File: src/hdl/apl_pkg.sv
// Shared types, constants and the arctangent table for the accelerometer pitch block.
package apl_pkg;

    // Field and datapath widths
    localparam int AY_W       = 21;  // accel sample field
    localparam int NUM_W      = 22;  // numerator / divisor after offset
    localparam int OFS_W      = 18;  // offset registers
    localparam int ALPHA_W    = 17;  // lpf_alpha register
    localparam int CFG_IDX_W  = 3;
    localparam int CFG_DATA_W = 18;
    localparam int ANG_W      = 18;  // CORDIC angle, 2^-15 rad
    localparam int RAW_W      = 19;  // angle after pitch offset
    localparam int XY_W       = 41;  // CORDIC x/y, 16 fraction bits
    localparam int FRAC       = 16;
    localparam int F_W        = 35;  // filter state
    localparam int FL_W       = 17;  // low part of the split state multiply
    localparam int FH_W       = F_W - FL_W;
    localparam int MUL_A_W    = 19;
    localparam int MUL_B_W    = ALPHA_W + 1;
    localparam int PROD_W     = MUL_A_W + MUL_B_W;
    localparam int ACC_W      = F_W + MUL_B_W - 1;
    localparam int SUM_W      = 38;
    localparam int PITCH_W    = 19;
    localparam int PW_W       = F_W + 1 - FRAC;  // rounded pitch before clamp

    localparam int CORDIC_STEPS = 16;
    localparam int STEP_W       = 4;

    localparam logic signed [NUM_W-1:0]   SMALL_ACCEL = 22'sd41;
    localparam logic signed [ANG_W-1:0]   HALF_PI     = 18'sd51472;
    localparam logic [ALPHA_W-1:0]        ALPHA_ONE   = 17'd65536;
    localparam logic [ALPHA_W-1:0]        ALPHA_RESET = 17'd6554;
    localparam logic signed [F_W-1:0]     F_MAX       = {1'b0, {(F_W-1){1'b1}}};
    localparam logic signed [F_W-1:0]     F_MIN       = {1'b1, {(F_W-1){1'b0}}};
    localparam logic signed [F_W:0]       ROUND_HALF  = (F_W+1)'(32768);
    localparam logic signed [PW_W-1:0]    PITCH_MAX   = PW_W'(262143);
    localparam logic signed [PW_W-1:0]    PITCH_MIN   = -PW_W'(262144);

    // Configuration register indexes
    typedef enum logic [CFG_IDX_W-1:0] {
        REG_SENSOR_ENABLED = 3'd0,
        REG_CALIBRATED     = 3'd1,
        REG_OFFSET_Y       = 3'd2,
        REG_OFFSET_Z       = 3'd3,
        REG_PITCH_OFFSET   = 3'd4,
        REG_LPF_ALPHA      = 3'd5
    } cfg_reg_t;

    typedef enum logic [2:0] {
        S_IDLE,
        S_PREP,
        S_ITER,
        S_MUL0,
        S_MUL1,
        S_MUL2,
        S_ACC,
        S_DONE
    } apl_state_t;

    typedef struct packed {
        logic               sensor_enabled;
        logic               calibrated;
        logic [OFS_W-1:0]   offset_y;
        logic [OFS_W-1:0]   offset_z;
        logic [OFS_W-1:0]   pitch_offset;
        logic [ALPHA_W-1:0] lpf_alpha;
    } apl_cfg_t;

    typedef struct packed {
        logic              load;      // sample word accepted
        logic              prerot;    // quadrant fold into right half plane
        logic              iter;      // one CORDIC step
        logic [STEP_W-1:0] step;
        logic              mul0;      // f low * alpha
        logic              mul1;      // f high * alpha
        logic              mul2;      // raw * alpha
        logic              acc;       // filter update
        logic              load_out;  // write result register
    } apl_cmd_t;

    typedef struct packed {
        logic skip;
        logic out_free;
    } apl_stat_t;

    // round(atan(2^-i) * 2^15)
    function automatic logic signed [ANG_W-1:0] atan_tab(input logic [STEP_W-1:0] idx);
        logic signed [ANG_W-1:0] v;
        unique case (idx)
            4'd0:  v = 18'sd25736;
            4'd1:  v = 18'sd15193;
            4'd2:  v = 18'sd8027;
            4'd3:  v = 18'sd4075;
            4'd4:  v = 18'sd2045;
            4'd5:  v = 18'sd1024;
            4'd6:  v = 18'sd512;
            4'd7:  v = 18'sd256;
            4'd8:  v = 18'sd128;
            4'd9:  v = 18'sd64;
            4'd10: v = 18'sd32;
            4'd11: v = 18'sd16;
            4'd12: v = 18'sd8;
            4'd13: v = 18'sd4;
            4'd14: v = 18'sd2;
            4'd15: v = 18'sd1;
        endcase
        return v;
    endfunction

endpackage

File: src/hdl/apl_ifs.sv
// Handshake interfaces for sample, result and configuration words.
interface apl_in_if import apl_pkg::*; ();
    logic                   valid;
    logic                   ready;
    logic signed [AY_W-1:0] accel_y;
    logic signed [AY_W-1:0] accel_z;

    modport source (output valid, output accel_y, output accel_z, input ready);
    modport sink   (input valid, input accel_y, input accel_z, output ready);
endinterface

interface apl_out_if import apl_pkg::*; ();
    logic                      valid;
    logic                      ready;
    logic signed [PITCH_W-1:0] pitch;
    logic                      updated;

    modport source (output valid, output pitch, output updated, input ready);
    modport sink   (input valid, input pitch, input updated, output ready);
endinterface

interface apl_cfg_if import apl_pkg::*; ();
    logic                  valid;
    logic                  ready;
    logic [CFG_IDX_W-1:0]  index;
    logic [CFG_DATA_W-1:0] data;

    modport source (output valid, output index, output data, input ready);
    modport sink   (input valid, input index, input data, output ready);
endinterface

File: src/hdl/apl_regs.sv
// Configuration register bank.
module apl_regs import apl_pkg::*;
(
    input  logic      clk,
    input  logic      rst_n,
    apl_cfg_if.sink   cfg,
    output apl_cfg_t  regs
);

    apl_cfg_t regs_reg;
    apl_cfg_t regs_next;

    assign cfg.ready = 1'b1;
    assign regs      = regs_reg;

    always_comb
    begin
        regs_next = regs_reg;
        if (cfg.valid)
        begin
            unique case (cfg.index)
                REG_SENSOR_ENABLED: regs_next.sensor_enabled = cfg.data[0];
                REG_CALIBRATED:     regs_next.calibrated     = cfg.data[0];
                REG_OFFSET_Y:       regs_next.offset_y       = cfg.data[OFS_W-1:0];
                REG_OFFSET_Z:       regs_next.offset_z       = cfg.data[OFS_W-1:0];
                REG_PITCH_OFFSET:   regs_next.pitch_offset   = cfg.data[OFS_W-1:0];
                REG_LPF_ALPHA:      regs_next.lpf_alpha      = cfg.data[ALPHA_W-1:0];
                default:            regs_next = regs_reg;  // unmapped index
            endcase
        end
    end

    always_ff @(posedge clk or negedge rst_n)
    begin
        if (!rst_n)
        begin
            regs_reg.sensor_enabled <= 1'b0;
            regs_reg.calibrated     <= 1'b0;
            regs_reg.offset_y       <= '0;
            regs_reg.offset_z       <= '0;
            regs_reg.pitch_offset   <= '0;
            regs_reg.lpf_alpha      <= ALPHA_RESET;
        end
        else
        begin
            regs_reg <= regs_next;
        end
    end

endmodule

File: src/hdl/apl_ctrl.sv
// Sequencer: steps one sample through fold, CORDIC, multiplies and filter update.
module apl_ctrl import apl_pkg::*;
(
    input  logic      clk,
    input  logic      rst_n,
    input  logic      sample_valid,
    output logic      sample_ready,
    input  apl_stat_t stat,
    output apl_cmd_t  cmd
);

    apl_state_t        state_reg;
    apl_state_t        state_next;
    logic [STEP_W-1:0] step_reg;
    logic [STEP_W-1:0] step_next;

    always_ff @(posedge clk or negedge rst_n)
    begin
        if (!rst_n)
        begin
            state_reg <= S_IDLE;
            step_reg  <= '0;
        end
        else
        begin
            state_reg <= state_next;
            step_reg  <= step_next;
        end
    end

    always_comb
    begin
        state_next   = state_reg;
        step_next    = step_reg;
        sample_ready = 1'b0;
        cmd          = '0;
        cmd.step     = step_reg;
        unique case (state_reg)
            S_IDLE:
            begin
                sample_ready = 1'b1;
                if (sample_valid)
                begin
                    cmd.load   = 1'b1;
                    state_next = S_PREP;
                end
            end
            S_PREP:
            begin
                step_next = '0;
                if (stat.skip)
                begin
                    state_next = S_DONE;
                end
                else
                begin
                    cmd.prerot = 1'b1;
                    state_next = S_ITER;
                end
            end
            S_ITER:
            begin
                cmd.iter  = 1'b1;
                step_next = step_reg + 1'b1;
                if (step_reg == STEP_W'(CORDIC_STEPS - 1))
                begin
                    state_next = S_MUL0;
                end
            end
            S_MUL0:
            begin
                cmd.mul0   = 1'b1;
                state_next = S_MUL1;
            end
            S_MUL1:
            begin
                cmd.mul1   = 1'b1;
                state_next = S_MUL2;
            end
            S_MUL2:
            begin
                cmd.mul2   = 1'b1;
                state_next = S_ACC;
            end
            S_ACC:
            begin
                cmd.acc    = 1'b1;
                state_next = S_DONE;
            end
            S_DONE:
            begin
                if (stat.out_free)
                begin
                    cmd.load_out = 1'b1;
                    state_next   = S_IDLE;
                end
            end
            default:
            begin
                state_next = S_IDLE;
            end
        endcase
    end

endmodule

File: src/hdl/apl_dpath.sv
// Datapath: axis select, CORDIC vectoring, shared multiplier, IIR filter, result register.
module apl_dpath import apl_pkg::*;
(
    input  logic                      clk,
    input  logic                      rst_n,
    input  logic signed [AY_W-1:0]    accel_y,
    input  logic signed [AY_W-1:0]    accel_z,
    input  apl_cfg_t                  regs,
    input  apl_cmd_t                  cmd,
    output apl_stat_t                 stat,
    output logic                      out_valid,
    input  logic                      out_ready,
    output logic signed [PITCH_W-1:0] out_pitch,
    output logic                      out_updated
);

    // item registers
    logic                      skip_reg,    skip_next;
    logic signed [NUM_W-1:0]   num_reg,     num_next;
    logic signed [NUM_W-1:0]   den_reg,     den_next;
    logic signed [XY_W-1:0]    x_reg,       x_next;
    logic signed [XY_W-1:0]    y_reg,       y_next;
    logic signed [ANG_W-1:0]   ang_reg,     ang_next;
    logic signed [RAW_W-1:0]   raw_reg,     raw_next;
    logic signed [PROD_W-1:0]  prod_reg,    prod_next;
    logic signed [ACC_W-1:0]   acc_reg,     acc_next;
    // filter state and result
    logic signed [F_W-1:0]     f_reg,       f_next;
    logic                      out_valid_reg, out_valid_next;
    logic signed [PITCH_W-1:0] pitch_reg,   pitch_next;
    logic                      updated_reg, updated_next;

    logic signed [NUM_W-1:0]   ay_x, az_x, num_c, den_c;
    logic                      small_y, small_z;
    logic signed [XY_W-1:0]    xn, yn, xs, ys;
    logic [ALPHA_W-1:0]        alpha_sat;
    logic signed [MUL_A_W-1:0] mul_a;
    logic signed [MUL_B_W-1:0] mul_b;
    logic signed [PROD_W-1:0]  prod_c;
    logic signed [SUM_W-1:0]   sum_c;
    logic signed [F_W:0]       rnd_c;
    logic signed [PW_W-1:0]    pw_c;

    assign stat.skip     = skip_reg;
    assign stat.out_free = !out_valid_reg || out_ready;
    assign out_valid     = out_valid_reg;
    assign out_pitch     = pitch_reg;
    assign out_updated   = updated_reg;

    // sample front end: skip test, axis select, divisor pinning
    always_comb
    begin
        ay_x    = NUM_W'(accel_y);
        az_x    = NUM_W'(accel_z);
        small_y = (ay_x > -SMALL_ACCEL) && (ay_x < SMALL_ACCEL);
        small_z = (az_x > -SMALL_ACCEL) && (az_x < SMALL_ACCEL);
        if (regs.calibrated)
        begin
            num_c = -ay_x - NUM_W'($signed(regs.offset_y));
            den_c = az_x - NUM_W'($signed(regs.offset_z));
        end
        else
        begin
            num_c = ay_x;
            den_c = -az_x;
        end
        if ((den_c > -SMALL_ACCEL) && (den_c < SMALL_ACCEL))
        begin
            den_c = den_c[NUM_W-1] ? -SMALL_ACCEL : SMALL_ACCEL;
        end
    end

    // shared 19x18 multiplier, operand picked by the sequencer
    always_comb
    begin
        alpha_sat = (regs.lpf_alpha > ALPHA_ONE) ? ALPHA_ONE : regs.lpf_alpha;
        mul_b     = $signed({1'b0, alpha_sat});
        if (cmd.mul0)
        begin
            mul_a = $signed({{(MUL_A_W-FL_W){1'b0}}, f_reg[FL_W-1:0]});
        end
        else if (cmd.mul1)
        begin
            mul_a = MUL_A_W'($signed(f_reg[F_W-1:FL_W]));
        end
        else
        begin
            mul_a = raw_reg;
        end
        prod_c = PROD_W'(mul_a) * PROD_W'(mul_b);
    end

    always_comb
    begin
        xn    = XY_W'(den_reg) <<< FRAC;
        yn    = XY_W'(num_reg) <<< FRAC;
        xs    = x_reg >>> cmd.step;
        ys    = y_reg >>> cmd.step;
        // f - floor(f*a/2^16) + a*raw, before clamping
        sum_c = SUM_W'(f_reg) - SUM_W'(acc_reg >>> FRAC) + SUM_W'(prod_reg);
        rnd_c = (F_W+1)'(f_reg) + ROUND_HALF;
        pw_c  = rnd_c[F_W:FRAC];
    end

    always_comb
    begin
        skip_next      = skip_reg;
        num_next       = num_reg;
        den_next       = den_reg;
        x_next         = x_reg;
        y_next         = y_reg;
        ang_next       = ang_reg;
        raw_next       = raw_reg;
        prod_next      = prod_reg;
        acc_next       = acc_reg;
        f_next         = f_reg;
        pitch_next     = pitch_reg;
        updated_next   = updated_reg;
        out_valid_next = out_valid_reg;

        if (out_ready)
        begin
            out_valid_next = 1'b0;
        end

        if (cmd.load)
        begin
            skip_next = !regs.sensor_enabled || (small_y && small_z);
            num_next  = num_c;
            den_next  = den_c;
        end

        if (cmd.prerot)
        begin
            if (!den_reg[NUM_W-1])
            begin
                x_next   = xn;
                y_next   = yn;
                ang_next = '0;
            end
            else if (!num_reg[NUM_W-1])
            begin
                x_next   = yn;
                y_next   = -xn;
                ang_next = HALF_PI;
            end
            else
            begin
                x_next   = -yn;
                y_next   = xn;
                ang_next = -HALF_PI;
            end
        end

        if (cmd.iter)
        begin
            if (!y_reg[XY_W-1])
            begin
                x_next   = x_reg + ys;
                y_next   = y_reg - xs;
                ang_next = ang_reg + atan_tab(cmd.step);
            end
            else
            begin
                x_next   = x_reg - ys;
                y_next   = y_reg + xs;
                ang_next = ang_reg - atan_tab(cmd.step);
            end
        end

        if (cmd.mul0)
        begin
            raw_next  = regs.calibrated
                      ? RAW_W'(ang_reg) - RAW_W'($signed(regs.pitch_offset))
                      : RAW_W'(ang_reg);
            prod_next = prod_c;
        end

        if (cmd.mul1)
        begin
            acc_next  = ACC_W'(prod_reg);
            prod_next = prod_c;
        end

        if (cmd.mul2)
        begin
            acc_next  = acc_reg + (ACC_W'(prod_reg) <<< FL_W);
            prod_next = prod_c;
        end

        if (cmd.acc)
        begin
            if (sum_c > SUM_W'(F_MAX))
            begin
                f_next = F_MAX;
            end
            else if (sum_c < SUM_W'(F_MIN))
            begin
                f_next = F_MIN;
            end
            else
            begin
                f_next = sum_c[F_W-1:0];
            end
        end

        if (cmd.load_out)
        begin
            out_valid_next = 1'b1;
            updated_next   = !skip_reg;
            if (skip_reg)
            begin
                pitch_next = '0;
            end
            else if (pw_c > PITCH_MAX)
            begin
                pitch_next = PITCH_MAX[PITCH_W-1:0];
            end
            else if (pw_c < PITCH_MIN)
            begin
                pitch_next = PITCH_MIN[PITCH_W-1:0];
            end
            else
            begin
                pitch_next = pw_c[PITCH_W-1:0];
            end
        end
    end

    always_ff @(posedge clk)
    begin
        skip_reg    <= skip_next;
        num_reg     <= num_next;
        den_reg     <= den_next;
        x_reg       <= x_next;
        y_reg       <= y_next;
        ang_reg     <= ang_next;
        raw_reg     <= raw_next;
        prod_reg    <= prod_next;
        acc_reg     <= acc_next;
        pitch_reg   <= pitch_next;
        updated_reg <= updated_next;
    end

    always_ff @(posedge clk or negedge rst_n)
    begin
        if (!rst_n)
        begin
            f_reg         <= '0;
            out_valid_reg <= 1'b0;
        end
        else
        begin
            f_reg         <= f_next;
            out_valid_reg <= out_valid_next;
        end
    end

`ifndef SYNTHESIS
    a_load_out_free: assert property (@(posedge clk) disable iff (!rst_n)
        cmd.load_out |-> stat.out_free)
        else $error("result register written while still holding a word");

    a_state_only_on_acc: assert property (@(posedge clk) disable iff (!rst_n)
        !cmd.acc |=> $stable(f_reg))
        else $error("filter state changed outside the update step");

    a_valid_from_load: assert property (@(posedge clk) disable iff (!rst_n)
        $rose(out_valid_reg) |-> $past(cmd.load_out))
        else $error("result valid raised without a result load");

    a_skip_zero: assert property (@(posedge clk) disable iff (!rst_n)
        (out_valid_reg && !updated_reg) |-> (pitch_reg == '0))
        else $error("skipped word carries a nonzero pitch");
`endif

endmodule

File: src/hdl/accel_pitch_lowpass_core.sv
// Top level of the accelerometer pitch estimator with IIR low-pass.
//
// Each sample word (accel_y, accel_z at 2^-12 m/s^2) yields exactly one result
// word: a filtered pitch at 2^-15 rad and an updated flag. When the sensor is
// disabled or both axes are below 41 LSB in magnitude the result is zero with
// updated low, and the filter state is left alone. Otherwise the axes are
// selected (y raw and z negated, or offset-corrected with y negated when
// calibrated), the divisor is pinned to at least 41 LSB in magnitude, atan2
// is taken with a 16-step CORDIC in vectoring mode, the pitch offset is
// removed when calibrated, and the 35-bit IIR state f is updated as
// f - floor(f*a/2^16) + a*angle. Timing: the block handles one sample at a
// time. An updating sample passes from acceptance through the quadrant fold,
// the 16 iterations of the single CORDIC stage, three passes through the
// shared 19x18 multiplier, the filter update and the result load before its
// result is presented; a skipped sample goes from the skip test straight to
// the result load. The sequencer is back in idle in the cycle after the
// result load. sample.ready is high whenever the sequencer is idle, even while
// a previous result still waits in the output register; the sequencer only
// stalls at its final step if that register is still occupied. Configuration
// writes are always taken (cfg.ready is tied high) and must only be issued
// while the block is idle; indexes beyond the last register are ignored.
module accel_pitch_lowpass_core import apl_pkg::*;
(
    input  logic       clk,
    input  logic       rst_n,
    apl_in_if.sink     sample,
    apl_out_if.source  result,
    apl_cfg_if.sink    cfg
);

    apl_cfg_t  regs;
    apl_cmd_t  cmd;
    apl_stat_t stat;

    // register bank, written through the cfg channel
    apl_regs u_regs (
        .clk   (clk),
        .rst_n (rst_n),
        .cfg   (cfg),
        .regs  (regs)
    );

    // sequencer; owns sample.ready
    apl_ctrl u_ctrl (
        .clk          (clk),
        .rst_n        (rst_n),
        .sample_valid (sample.valid),
        .sample_ready (sample.ready),
        .stat         (stat),
        .cmd          (cmd)
    );

    // arithmetic and the output word register
    apl_dpath u_dpath (
        .clk         (clk),
        .rst_n       (rst_n),
        .accel_y     (sample.accel_y),
        .accel_z     (sample.accel_z),
        .regs        (regs),
        .cmd         (cmd),
        .stat        (stat),
        .out_valid   (result.valid),
        .out_ready   (result.ready),
        .out_pitch   (result.pitch),
        .out_updated (result.updated)
    );

endmodule
File: src/flat_wrapper.sv
// flat-port wrapper written by rule: the top's interface ports become plain ports
module accel_pitch_lowpass_core_flat import apl_pkg::*;
  (clk, rst_n, sample_valid, sample_accel_y, sample_accel_z, sample_ready, result_valid, result_pitch, result_updated, result_ready, cfg_valid, cfg_index, cfg_data, cfg_ready);
  apl_in_if sample_i ();
  apl_out_if result_i ();
  apl_cfg_if cfg_i ();
  input  logic clk;
  input  logic rst_n;
  input wire logic [$bits(sample_i.valid)-1:0] sample_valid;
  input wire logic [$bits(sample_i.accel_y)-1:0] sample_accel_y;
  input wire logic [$bits(sample_i.accel_z)-1:0] sample_accel_z;
  output wire logic [$bits(sample_i.ready)-1:0] sample_ready;
  output wire logic [$bits(result_i.valid)-1:0] result_valid;
  output wire logic [$bits(result_i.pitch)-1:0] result_pitch;
  output wire logic [$bits(result_i.updated)-1:0] result_updated;
  input wire logic [$bits(result_i.ready)-1:0] result_ready;
  input wire logic [$bits(cfg_i.valid)-1:0] cfg_valid;
  input wire logic [$bits(cfg_i.index)-1:0] cfg_index;
  input wire logic [$bits(cfg_i.data)-1:0] cfg_data;
  output wire logic [$bits(cfg_i.ready)-1:0] cfg_ready;
  assign sample_i.valid = sample_valid;
  assign sample_i.accel_y = sample_accel_y;
  assign sample_i.accel_z = sample_accel_z;
  assign sample_ready = sample_i.ready;
  assign result_valid = result_i.valid;
  assign result_pitch = result_i.pitch;
  assign result_updated = result_i.updated;
  assign result_i.ready = result_ready;
  assign cfg_i.valid = cfg_valid;
  assign cfg_i.index = cfg_index;
  assign cfg_i.data = cfg_data;
  assign cfg_ready = cfg_i.ready;
  accel_pitch_lowpass_core u_core (.clk(clk), .rst_n(rst_n), .sample(sample_i), .result(result_i), .cfg(cfg_i));
endmodule
File: config.mk
export PLATFORM = sky130hd
export DESIGN_NAME = accel_pitch_lowpass_core_flat
export DESIGN_NICKNAME = d
export VERILOG_FILES = /design/src/hdl/apl_pkg.sv /design/src/hdl/apl_ifs.sv /design/src/hdl/apl_regs.sv /design/src/hdl/apl_ctrl.sv /design/src/hdl/apl_dpath.sv /design/src/hdl/accel_pitch_lowpass_core.sv /design/src/flat_wrapper.sv
export SDC_FILE = /design/constraint.sdc
export NUM_CORES = 2
export LEC_CHECK = 0
export BUFFER_PORTS_ARGS = -buffer_cell sky130_fd_sc_hd__buf_2
export CAP_MARGIN = 20
export CORE_MARGIN = 1
export CORE_UTILIZATION = 25
export DETAILED_ROUTE_END_ITERATION = 8
export SYNTH_ARGS = -nofsm -noshare
export SYNTH_HDL_FRONTEND = slang
export SYNTH_SLANG_ARGS = --single-unit
export TNS_END_PERCENT = 5
File: constraint.sdc
create_clock -name clk -period 8.4 [get_ports clk]
set_input_delay 0.84 -clock clk [delete_from_list [all_inputs] [get_ports clk]]
set_output_delay 0.84 -clock clk [all_outputs]
set_load 0.1 [all_outputs]
==> results.ini <==
[layout]
area_growth_pct=10.8
final_area_um2=52900
nets=6267
final_common_cell=inv_1
fillers=20000
layout_common_cells=inv_1, nand2_1, nor2_1, o21ai_0, fa_1
layout-drive-gt1-share_pct=8.89
largest_register_ffs=73

[critical_path]
critPathBufInv=7
critPathCapture=u_core.u_dpath.prod_reg[36]
cp.depth=31
max_stage_delay_ns=0.56
cp-end-kind=flop
cp-start-kind=flop
r2r_start=u_core.u_ctrl.state_reg[1]
cp_slowest_cell=fa_1
crit_required_ns=8.76
rrSetupSlack_ns=0.41
path_delay_family=adder cells
worstSetupPathType=flop to flop
r2r-end=u_core.u_dpath.prod_reg[36]
reg2reg_depth=31
cp.arrival_ns=8.35
cp-startpoint=u_core.u_ctrl.state_reg[1]
crit_top_cell=fa_1
worstPathMaxFanout=8

[synth]
synth_area_per_cell_um2=8.76
synth-edff-count=257
synth_fp_nets=6249
synth_ff_type=edfxtp_1
synthCells=5452
synth.distinct_cells=101
synthArstFlopShare_pct=31.1
ys_seq_elements=373
syn_area_um2=47700
ys_warn_count=0
yosysSeqAreaShare_pct=22.3

[floorplanning]
die_w_um=439
coreArea_um2=190000
die-area_um2=193000
fp.dieH_um=439
start_util_pct=25.1
ios=91
fp-row-count=160

[placed_design]
port_buffers=89
post-dp-hpwl_um=119000
place_area_um2=51200
place_ws_ns=0.182
gp_congestion=0.910

[drt]
wl_per_cell_um=18.7
via_per_inst=4.94
drc=0
vias=39700
drt-initial-drc-count=3017
firstDrtPassIters=6
final_antenna_net_count=0
routed_wl_um=150000

[clock_tree]
cts-root-buf=clkbuf_16
cts_buffers=49
clock_path_buffers=3
cts_tree=done
clkLatencyLatePin_ns=0.65
clock-sinks=373
postCtsHoldBufs=0
clk_pin_slew_ns=0.06
h-tree-depth=2

[grt]
antenna_found_initial=7
gr-max-usage-layer=met2
grt_overflow_total=0
grtUsageMet3_pct=1.80
grt_util_met2_pct=25.3
grt_pass1_vias=39200
grt_max_degree=103
use_met1_pct=20.6
grt_usage_pct=15.4
grt_first_pass_wirelength_um=232000

[sta]
fin_crit_ns=7.99
finalSetupViolCount=0
rsz0062_at_grt=false
min_period_over_period_pct=95.1
tns_ns=0
finalHoldViolCount=0
max_slew.worst_pin.slew_ns=1.07
fmax_mhz=125
setup_ws_ns=0.411
drv_slew=0
max-slew-margin-rel_pct=27.8
skew_ns=0.0355

[run_status]
status=finished, final reports clean

[job]
max_cap_violations=0

[min_path]
hold_class=primary input to async pin

[worst min path at each step]
stage	cells after the start	startpoint	to	slack [ns]
2_1_floorplan	1	u_core.u_regs.regs[72]	u_core.u_regs.regs[72]	0.47
5_1_grt	1	rst_n	u_core.u_regs.regs[5]	0.23
6_report	1	rst_n	u_core.u_regs.regs[5]	0.20
3_5_place_dp	1	u_core.u_regs.regs[45]	u_core.u_regs.regs[45]	0.49
3_3_place_gp	1	u_core.u_regs.regs[49]	u_core.u_regs.regs[49]	0.49
4_1_cts	1	rst_n	u_core.u_regs.regs[5]	0.21
[stage by stage]
| step | hold slack, ns | util, % | cells |
|---|---|---|---|
| 6_report | 0.200 | 27.9 | 8032 |
| 5_1_grt | 0.234 | 27.9 | 8031 |
| 4_1_cts | 0.210 | 27.8 | 8016 |
| 3_5_place_dp | 0.494 | 26.9 | 7925 |
| 3_3_place_gp | 0.487 | 26.9 | 7924 |
| 2_1_floorplan | 0.474 | - | 5452 |
[timing repair]
item	CTS	global route
resized for setup	0	7
hold endpoints to repair	0	0
buffers inserted	0	4
endpoints found under the setup margin	0	7
[per-layer routing]
metal | vias to the layer above | routed length, um
met3 | 222 | 8590
met1 | 19500 | 66700
met2 | 1189 | 69900
met5 | - | 0
met4 | 0 | 5270
li1 | 18800 | -
[synthesized netlist by cell type, types with 98 or more instances]
master	n	area, um^2
a21o_1	128	961
xnor2_1	201	1760
nor3_1	98	490
clkbuf_1	148	556
inv_1	735	2760
nand2_1	540	2030
edfxtp_1	257	7720
nor2_1	474	1780
fa_1	370	7410
a21oi_1	310	1550
xor2_1	137	1200
dfrtp_1	109	2730
ha_1	359	4490
o21ai_0	372	1860
[cells by family (layout without fill, tap and decap cells)]
logic type | after synthesis | in the layout | share of synthesized area (%)
fa+ha+maj | 729 | 729 | 24.9
flops | 373 | 373 | 22.3
buf+inv | 960 | 1017 | 7.89
simple gates | 1578 | 1579 | 15.1
mux | 244 | 244 | 7.69
compound gates | 1229 | 1229 | 15.9
xor+xnor | 338 | 338 | 6.20
other cells | 1 | 12 | 0.00785
[area by class of cell]
class | count | area (um^2) | share of cell area [%]
multi-input combinational | 4120 | 33400 | 63.2
sequential | 373 | 10600 | 20.1
tap | 2511 | 3140 | 5.94
inverter | 739 | 2770 | 5.24
clock buffer | 67 | 1410 | 2.66
timing repair buffer | 187 | 1210 | 2.28
clock inverter | 24 | 273 | 0.515
antenna | 11 | 27.5 | 0.0520
Power is not shown: default switching activity piles up to over one toggle a cycle in this logic, so the estimate is an artifact.
